<file path="config.mk">
export PLATFORM = sky130hd
export DESIGN_NAME = rpc_method_list_parser
export DESIGN_NICKNAME = d
export VERILOG_FILES = /design/src/rmlp_pkg.sv /design/src/rmlp_step.sv /design/src/rpc_method_list_parser.sv
export SDC_FILE = /design/constraint.sdc
export NUM_CORES = 1
export LEC_CHECK = 0
export BUFFER_PORTS_ARGS = -buffer_cell sky130_fd_sc_hd__buf_2
export CAP_MARGIN = 20
export CORE_MARGIN = 1.5
export CORE_UTILIZATION = 50
export CTS_BUF_LIST = sky130_fd_sc_hd__clkbuf_2 sky130_fd_sc_hd__clkbuf_4 sky130_fd_sc_hd__clkbuf_8
export DETAILED_ROUTE_END_ITERATION = 12
export PLACE_DENSITY = 0.93
export SYNTH_ARGS = -nofsm -noshare
export SYNTH_HDL_FRONTEND = slang
export SYNTH_SLANG_ARGS = --single-unit
</file>
<file path="constraint.sdc">
create_clock -name clk -period 4.2 [get_ports clk]
set_input_delay 0.84 -clock clk [delete_from_list [all_inputs] [get_ports clk]]
set_output_delay 0.84 -clock clk [all_outputs]
set_load 0.02 [all_outputs]
</file>
<file path="src/rmlp_pkg.sv">
`timescale 1ns / 1ps
// Shared definitions of the method list parser: state codes, status codes,
// header letters and the per-byte result type. Depends on nothing.
package rmlp_pkg;

  localparam int STATE_W = 5;
  localparam int BYTE_W  = 8;
  localparam int ADDR_W  = 2;
  localparam int DATA_W  = 32;

  localparam logic [STATE_W-1:0] ST_READY      = 5'd0;
  localparam logic [STATE_W-1:0] ST_HDR_FIRST  = 5'd1;
  localparam logic [STATE_W-1:0] ST_HDR_LAST   = 5'd9;
  localparam logic [STATE_W-1:0] ST_HDR_ZERO   = 5'd10;
  localparam logic [STATE_W-1:0] ST_SKIP_FIRST = 5'd11;
  localparam logic [STATE_W-1:0] ST_SKIP_LAST  = 5'd15;
  localparam logic [STATE_W-1:0] ST_TYPE_END   = 5'd16;
  localparam logic [STATE_W-1:0] ST_M_START    = 5'd17;
  localparam logic [STATE_W-1:0] ST_M_SIG      = 5'd18;
  localparam logic [STATE_W-1:0] ST_M_NAME     = 5'd19;
  localparam logic [STATE_W-1:0] ST_M_TAIL     = 5'd20;

  localparam logic [1:0] STAT_MORE = 2'd0;
  localparam logic [1:0] STAT_DONE = 2'd1;
  localparam logic [1:0] STAT_ERR  = 2'd2;

  localparam logic [BYTE_W-1:0] CHR_NUL  = 8'h00;
  localparam logic [BYTE_W-1:0] CHR_SEMI = 8'h3B;

  localparam logic [BYTE_W-1:0] NAME_TERM_RESET = 8'h3A;

  localparam logic [ADDR_W-1:0] REG_NAME_TERM = 2'd0;

  typedef struct packed {
    logic [1:0]        status;
    logic              list_start;
    logic              method_start;
    logic              signature_valid;
    logic              name_valid;
    logic [BYTE_W-1:0] char_out;
    logic              method_end;
    logic              list_end;
  } result_t;

  // Expected header letter for states ST_HDR_FIRST through ST_HDR_LAST.
  function automatic logic [BYTE_W-1:0] hdr_letter(input logic [STATE_W-1:0] st);
    logic [BYTE_W-1:0] l;
    unique case (st)
      5'd1:    l = 8'h73;
      5'd2:    l = 8'h69;
      5'd3:    l = 8'h6D;
      5'd4:    l = 8'h70;
      5'd5:    l = 8'h6C;
      5'd6:    l = 8'h65;
      5'd7:    l = 8'h52;
      5'd8:    l = 8'h50;
      5'd9:    l = 8'h43;
      default: l = CHR_NUL;
    endcase
    return l;
  endfunction

endpackage

</file>
<file path="src/rmlp_step.sv">
`timescale 1ns / 1ps
// Per-byte decode of the method list parser: next state and result word.
// Depends on rmlp_pkg.
module rmlp_step (
  input  logic [rmlp_pkg::STATE_W-1:0] state,
  input  logic [rmlp_pkg::BYTE_W-1:0]  data_byte,
  input  logic [rmlp_pkg::BYTE_W-1:0]  name_terminator,
  output logic [rmlp_pkg::STATE_W-1:0] state_next,
  output rmlp_pkg::result_t            result
);
  import rmlp_pkg::*;

  logic [STATE_W-1:0] s_eff;

  // The ready state and unreachable codes act as the first header state.
  assign s_eff = (state == ST_READY || state > ST_M_TAIL) ? ST_HDR_FIRST : state;

  always_comb begin
    state_next = state;
    result     = '0;
    result.status = STAT_MORE;
    priority if (s_eff <= ST_HDR_LAST) begin
      if (data_byte != hdr_letter(s_eff)) begin
        result.status = STAT_ERR;
      end else begin
        state_next = s_eff + 5'd1;
      end
    end else if (s_eff == ST_HDR_ZERO) begin
      if (data_byte != CHR_NUL) begin
        result.status = STAT_ERR;
      end else begin
        state_next = ST_SKIP_FIRST;
      end
    end else if (s_eff <= ST_SKIP_LAST) begin
      state_next = s_eff + 5'd1;
    end else if (s_eff == ST_TYPE_END) begin
      if (data_byte != CHR_NUL) begin
        result.status = STAT_ERR;
      end else begin
        state_next        = ST_M_START;
        result.list_start = 1'b1;
      end
    end else if (s_eff == ST_M_START) begin
      if (data_byte == CHR_NUL) begin
        state_next      = ST_READY;
        result.status   = STAT_DONE;
        result.list_end = 1'b1;
      end else if (data_byte == CHR_SEMI) begin
        state_next          = ST_M_NAME;
        result.method_start = 1'b1;
      end else begin
        state_next             = ST_M_SIG;
        result.method_start    = 1'b1;
        result.signature_valid = 1'b1;
        result.char_out        = data_byte;
      end
    end else if (s_eff == ST_M_SIG) begin
      if (data_byte == CHR_SEMI) begin
        state_next = ST_M_NAME;
      end else begin
        result.signature_valid = 1'b1;
        result.char_out        = data_byte;
      end
    end else if (s_eff == ST_M_NAME) begin
      if (data_byte == name_terminator) begin
        state_next = ST_M_TAIL;
      end else begin
        result.name_valid = 1'b1;
        result.char_out   = data_byte;
      end
    end else begin
      if (data_byte == CHR_NUL) begin
        state_next        = ST_M_START;
        result.method_end = 1'b1;
      end
    end
  end

endmodule

</file>
<file path="src/rpc_method_list_parser.sv">
`timescale 1ns / 1ps
// The result word of an accepted byte appears on the output register in the next cycle.
// One byte per cycle unless out_ready stalls; the parse state register is the only feedback path.
// A new byte is taken while the output word waits, as long as that word leaves the same cycle.
// Reset (rst, synchronous, active high) returns the parser to the ready state, empties the
// output register and sets the name terminator back to ':' (0x3A).
module rpc_method_list_parser (
  input  logic                         clk,
  input  logic                         rst,
  input  logic                         in_valid,
  output logic                         in_ready,
  input  logic [rmlp_pkg::BYTE_W-1:0]  data_byte,
  output logic                         out_valid,
  input  logic                         out_ready,
  output logic [1:0]                   status,
  output logic                         list_start,
  output logic                         method_start,
  output logic                         signature_valid,
  output logic                         name_valid,
  output logic [rmlp_pkg::BYTE_W-1:0]  char_out,
  output logic                         method_end,
  output logic                         list_end,
  input  logic                         psel,
  input  logic                         penable,
  input  logic                         pwrite,
  input  logic [rmlp_pkg::ADDR_W-1:0]  paddr,
  input  logic [rmlp_pkg::DATA_W-1:0]  pwdata,
  output logic [rmlp_pkg::DATA_W-1:0]  prdata,
  output logic                         pready
);
  import rmlp_pkg::*;

  logic [STATE_W-1:0] state;
  logic [STATE_W-1:0] state_next;
  logic [BYTE_W-1:0]  name_terminator;
  result_t            result_next;
  result_t            result;
  logic               in_fire;
  logic               cfg_write;

  // The output register may be refilled in the cycle its word is taken.
  assign in_ready = !out_valid || out_ready;
  assign in_fire  = in_valid && in_ready;

  // The register file holds one register; with a two-bit address every word
  // address decodes to it.
  assign pready    = 1'b1;
  assign cfg_write = psel && penable && pwrite && pready;
  assign prdata    = {{(DATA_W-BYTE_W){1'b0}}, name_terminator};

  always_ff @(posedge clk) begin
    if (rst) begin
      name_terminator <= NAME_TERM_RESET;
    end else if (cfg_write && (paddr == REG_NAME_TERM || paddr != REG_NAME_TERM)) begin
      name_terminator <= pwdata[BYTE_W-1:0];
    end
  end

  // All per-byte decisions are made from the current state and the incoming
  // byte in a single pass.
  rmlp_step u_step (
    .state           (state),
    .data_byte       (data_byte),
    .name_terminator (name_terminator),
    .state_next      (state_next),
    .result          (result_next)
  );

  always_ff @(posedge clk) begin
    if (rst) begin
      state     <= ST_READY;
      out_valid <= 1'b0;
    end else begin
      if (in_fire) begin
        state <= state_next;
      end
      if (in_fire) begin
        out_valid <= 1'b1;
      end else if (out_ready) begin
        out_valid <= 1'b0;
      end
    end
  end

  // The result word itself needs no reset; out_valid qualifies it.
  always_ff @(posedge clk) begin
    if (in_fire) begin
      result <= result_next;
    end
  end

  assign status          = result.status;
  assign list_start      = result.list_start;
  assign method_start    = result.method_start;
  assign signature_valid = result.signature_valid;
  assign name_valid      = result.name_valid;
  assign char_out        = result.char_out;
  assign method_end      = result.method_end;
  assign list_end        = result.list_end;

  // A byte that reports an error must leave the parse state where it was.
  a_err_holds_state: assert property (@(posedge clk) disable iff (rst)
    in_fire && result_next.status == STAT_ERR |=> $stable(state))
    else $error("parse state moved on an error byte");

  // The end of the list always returns the parser to the ready state.
  a_list_end_ready: assert property (@(posedge clk) disable iff (rst)
    in_fire && result_next.list_end |=> state == ST_READY)
    else $error("list end did not return to ready");

  // A delivered list end carries the finished status.
  a_list_end_status: assert property (@(posedge clk) disable iff (rst)
    out_valid && list_end |-> status == STAT_DONE)
    else $error("list end without finished status");

  // The character field is zero unless it carries a signature or name byte.
  a_char_zero: assert property (@(posedge clk) disable iff (rst)
    out_valid && !signature_valid && !name_valid |-> char_out == CHR_NUL)
    else $error("char_out set without a signature or name flag");

  // Never both a signature and a name byte in one word.
  a_sig_name_excl: assert property (@(posedge clk) disable iff (rst)
    out_valid |-> !(signature_valid && name_valid))
    else $error("signature and name flags both set");

endmodule

</file>
==> metrics, run 1 <==
register area approximately 760 um^2; period utilization 0.869; Min Hold Slack roughly 500 ps; Die Y between 70 and 80 um; Mean Syn Cell Area 8.43 um^2; later-pin clock latency in the skew report 280 ps; die width 71.6 um; vias in the first global route approximately 1,900; commonest non-fill, non-tap cell in the layout buf_2; final std cells w/o fill 376; worst clock skew ~2.1 ps; Max Cap Violations 0; Worst setup EP type register; cts hold-fix bufs 0; drt wl/cell 14.1 um; routed wire length 5300 um; register bit total from synthesis 30; post-CTS sizing 0; pins over their slew limit 0; sequential share of the synthesized area 0.324; Post-Syn Area around 2400 um^2; Ports 100; CP max stage delay 410 ps; via/cell ratio approximately 5.8; detailed-placement wirelength estimate 3990 um; Setup violations, final 0; Synth cell types 59; failing checks design-rule violations; core area 4440 um^2; largest net degree at the start of global routing 23; crit path DAT 3850 ps; routability cong. 0.901; # placed instances 368; fillcell total 385; GR Util All Layers 0.211; Crit Path Class register to register; Vias 2,169; WP data required 4400 ps; global-route wire length before repair 8470 um; CTS Sinks 30; VDD IR max 0.102 mV; Antenna Violating Nets Remaining 0; DRC Markers 3; area of the multi-input gates ~1400 um^2; cell mode on critical path nand2_1; min-delay worst type register to register; Final Critical Period 3650 ps; Leakage 0.00104 uW; Post-CTS Setup Repair Bufs 0; CP Cell Sequence buf_4 -> nand2_1 -> nand2_1 -> a221o_1 -> ha_1 -> or3_1 -> o221ai_2 -> mux2_1 -> a2111o_1 -> o31ai_4 -> and2_4 -> mux2i_1; Design Area, Final 2620 um^2; CP max stage cell dfxtp_1; H-tree levels 2; die area roughly 5100 um^2; layout cells sized above 1 0.225; Root Buffer clkbuf_8; CTS buffer count 5; Placed Instance Area 2520 um^2; 1st-pass router iterations 11; hold violation count in the final report 0; DRT iter0 DRCs 206; PwrDens 256 nW/um^2; row cnt 24; P&R area growth vs syn 11.3%; crit path launch type register; setup_tns 0 ps; CTS Buffer Depth 2; Starting Density 0.529; diode count 0; antenna violations before repair 0; EDFF count, synth 16; synthesis warning total 0; Post-Synthesis Cells 279; RSZ-0062 raised after global routing no; CP max FO 14; Final nets 377; fmax about 270 MHz; PortBufs 48; asr flop ratio synth 0; dominant synthesized flop cell edfxtp_1; CTS tree built; grt total ovfl 0; most frequent cells in the layout buf_2 (48), nand2_1 (35), conb_1 (25); Reg clk slew, reported paths about 60 ps; outcome finished with violations
-- flip-flops by register name, indices dropped and copies added, names as in the netlist --
signal / cells
char_out: 8
name_terminator: 8
state: 5
status: 2
list_end: 1
list_start: 1
method_end: 1
method_start: 1
name_valid: 1
out_valid: 1
signature_valid: 1
-- cell usage after synthesis, drive strengths merged (4+ instances only) --
cell | n | share of area
or2 | 5 | 0.013
nand2 | 35 | 0.056
o31ai | 5 | 0.028
ha | 5 | 0.027
nor3b | 4 | 0.017
xnor2 | 8 | 0.030
or3 | 5 | 0.013
edfxtp | 16 | 0.20
dfxtp | 14 | 0.12
nand3 | 8 | 0.017
inv | 8 | 0.013
nand2b | 9 | 0.024
a21oi | 15 | 0.032
clkbuf | 7 | 0.011
buf | 33 | 0.10
o21ai | 12 | 0.026
and2 | 12 | 0.033
nand3b | 5 | 0.016
nor2 | 15 | 0.024
and3 | 4 | 0.011
nor3 | 8 | 0.017
-- logic make-up (layout without fill, tap and decap cells) --
logic type,after synthesis,in the layout,synth area share
mux,4,4,0.0176
fa+ha+maj,5,5,0.0266
xor+xnor,9,9,0.0335
other cells,2,25,0.00319
flops,30,30,0.324
compound gates,61,61,0.198
simple gates,120,120,0.271
buf+inv,48,70,0.127
-- worst paths after layout --
check	slack (ps)	depth (start not counted)	end	startpoint
worst max register to register	550	12	state[0]	state[2]
worst min register to register	490	2	name_terminator[7]	name_terminator[7]
worst min-delay path	490	2	name_terminator[7]	name_terminator[7]
worst max-delay path	550	12	state[0]	state[2]
-- per-layer routing --
layer  share of wire  GRT usage  vias up
li1                -          -     1023
met1            0.39      0.240     1000
met2            0.48      0.366      125
met3           0.086     0.0422       21
met4           0.037      0.122        0
met5               0          0        -
-- where the power goes --
part / total (uW) / leakage [uW] / internal, uW / switching, uW
Clock: 247 / 0.0000523 / 146 / 101
Sequential: 324 / 0.000273 / 319 / 4.75
Combinational: 98.5 / 0.000719 / 30.1 / 68.4
-- final cells by class --
type,instances,area share
multi-input combinational,224,0.527
sequential,30,0.291
timing repair buffer,54,0.109
clock buffer,8,0.0373
tap,52,0.0249
inverter,8,0.0115
-- worst max-delay path, delay by kind of cell (launching register included) --
kind	cells	cell delay, ps
flops	1	410
compound gates	4	1220
simple gates	4	760
mux	2	550
fa+ha+maj	1	390
buf+inv	1	230
-- per-stage QoR --
stage	utilization	setup WS, ps	total power [uW]
global placement	0.567	703	424
floorplan	-	847	413
CTS	0.589	604	672
detailed placement	0.567	635	427
global route	0.589	420	696
finish	0.589	551	669
(Power assumes the default switching activity.)
==> inputs of run 2 (changes only) <==
--- a/config.mk
+++ b/config.mk
@@ -11,7 +11,7 @@
 export CORE_UTILIZATION = 50
 export CTS_BUF_LIST = sky130_fd_sc_hd__clkbuf_2 sky130_fd_sc_hd__clkbuf_4 sky130_fd_sc_hd__clkbuf_8
 export DETAILED_ROUTE_END_ITERATION = 12
-export PLACE_DENSITY = 0.93
+export PLACE_DENSITY_LB_ADDON = 0.2
 export SYNTH_ARGS = -nofsm -noshare
 export SYNTH_HDL_FRONTEND = slang
 export SYNTH_SLANG_ARGS = --single-unit
==> run 2 against run 1 <==
The flow still finishes with violations (design-rule violations). Hold slack got worse by 6.9 ps. Sequential power barely moved. Clock power rose by 16%. Sequential share of layout area fell by 0.12 points. Count of clock-buffer cells in the layout fell by 3. Register-to-register slack improved by 260 ps. Flip-flop and latch count did not move. Total power rose by 5.7%. First-iteration DRC count fell by 22%. Critical path depth fell by 2. Core utilization rose by 0.25 points. Die area did not move. Largest power group unchanged. Highest routed layer unchanged.
==> metrics, run 2 (synthesis results as in run 1) <==
outcome finished with violations; failing checks design-rule violations; most frequent cells in the layout buf_2 (48), nand2_1 (35), conb_1 (25); later-pin clock latency in the skew report 280 ps (about the same); detailed-placement wirelength estimate 3960 um (-0.79%); Leakage 0.00105 uW (+0.53%); min-delay worst type register to register; Die Y 71.6 um (unchanged); Vias 2,065 (-4.8%); P&R area growth vs syn 11.8%; Ports 100 (unchanged); commonest non-fill, non-tap cell in the layout buf_2; CTS Sinks 30 (unchanged); layout cells sized above 1 0.225 (unchanged); Rel. slew slack 0.666; DRC Markers 1 (-2); Hold Path Origin name_terminator[6]; reg2reg path depth 10 (-2); Crit Path Class register to register; worst clock skew 6.54 ps (+4.42 ps); largest net degree at the start of global routing 23 (unchanged); crit path DAT 3580 ps (-270 ps); fmax 295 MHz (+7.7%); Worst setup EP type register; hold depth 2 (unchanged); grt total ovfl 0 (unchanged); cts hold-fix bufs 0 (unchanged); worst r2r dst state[1]; Setup violations, final 0 (unchanged); pins over their slew limit 0 (unchanged); R2R Setup Slk 810 ps (+260 ps); GR Util All Layers 0.210 (-0.000498); 1st-pass router iterations 10 (-1); post-CTS sizing 0 (unchanged); VDD IR max 0.138 mV (+35%); via/cell ratio 5.49 (-4.8%); crit path launch type register; hold violation count in the final report 0 (unchanged); H-tree levels 2 (unchanged); PortBufs 48 (unchanged); reg2reg start state[3]; routability cong. 0.843 (-6.5%); Final Critical Period 3390 ps (-260 ps); die width 71.6 um (unchanged); Reg clk slew, reported paths 70 ps (about the same); row cnt 24 (unchanged); vias in the first global route 1,835 (-3.7%); die area 5120 um^2 (unchanged); Post-CTS Setup Repair Bufs 0 (unchanged); Final nets 377 (unchanged); Setup WS post-layout 811 ps (+260 ps); drt wl/cell 13.9 um (-1.2%); fillcell total 436 (+13%); Slew @ Worst Pin between 400 and 500 ps; diode count 0 (unchanged); Starting Density 0.529 (unchanged); setup_tns 0 ps (unchanged); global-route wire length before repair 8540 um (+0.73%); Antenna Violating Nets Remaining 0 (unchanged); Root Buffer clkbuf_8; PwrDens 269 nW/um^2 (+5.3%); DRT iter0 DRCs 161 (-22%); CTS Buffer Depth 2 (unchanged); routed wire length 5240 um (-1.2%); antenna violations before repair 0 (unchanged); core area 4440 um^2 (unchanged); CP max FO 12 (-2); Hold Path End name_terminator[6]; CTS tree built; RSZ-0062 raised after global routing no; CTS buffer count 5 (unchanged); period utilization 0.807 (-0.0618); WP data required 4390 ps (about the same); Max Cap Violations 0 (unchanged); Setup WS pre-CTS 832 ps (+197 ps)
-- run 2: cell count changes in the layout (fill, tap and decap cells not counted), sizes merged --
| cell | change |
|---|---|
| clkbuf | -3 |
| clkinv | +2 |
| bufinv | +1 |
-- run 2: area by class of cell --
cell class	count	area (um^2)	area share
repair buffers	54	285	0.109
well taps	52	65.1	0.0248
clock buffers	5	68.8	0.0262
clock inverters	3	40.0	0.0152
flip-flops and latches	30	761	0.289
inverters	8	30.0	0.0114
multi-input cells	224	1380	0.525
-- run 2: stage by stage --
| stage | cell area, um^2 | cells | utilization | total power [uW] | hold slack, ps |
|---|---|---|---|---|---|
| 5_1_grt | 2630 | 376 | 0.591 | 735 | 506 |
| 6_report | 2630 | 376 | 0.591 | 708 | 484 |
| 3_5_place_dp | 2520 | 368 | 0.567 | 427 | 478 |
| 3_3_place_gp | 2520 | 368 | 0.567 | 426 | 476 |
| 2_1_floorplan | 2440 | 302 | - | 413 | 557 |
| 4_1_cts | 2630 | 376 | 0.591 | 712 | 486 |
-- run 2: power breakdown --
part           internal, uW  total (uW)  switching [uW]
Combinational          30.2        97.7            67.5
Sequential              319         323            4.52
Clock                   174         287             112
-- run 2: worst max-delay path by stage --
stage / from / end / slack (ps) / cells past startpoint
after global placement: state[3] / state[1] / 890 / 10
after detailed placement: state[3] / state[1] / 830 / 10
after CTS: state[3] / state[1] / 820 / 10
final: state[3] / state[1] / 810 / 10
after floorplan: state[2] / state[0] / 850 / 12
after global routing: state[3] / state[1] / 640 / 10
-- run 2: routing by layer --
| layer | vias up | GRT usage | routed length (um) |
|---|---|---|---|
| met2 | 81 | 0.348 | 2550 |
| met4 | 0 | 0.0692 | 63 |
| met5 | - | 0 | 0 |
| met3 | 7 | 0.0309 | 352 |
| met1 | 951 | 0.283 | 2280 |
| li1 | 1026 | - | - |
-- run 2: worst max-delay path, stage by stage (launching register included) --
cell and delay (ps):
dfxtp_1 560, nor2_1 70, a221o_1 420, ha_1 280, or3_1 330, o221ai_2 80, mux2_1 330, a2111o_1 400
o31ai_4 390, a21oi_1 140, a311oi_2 290
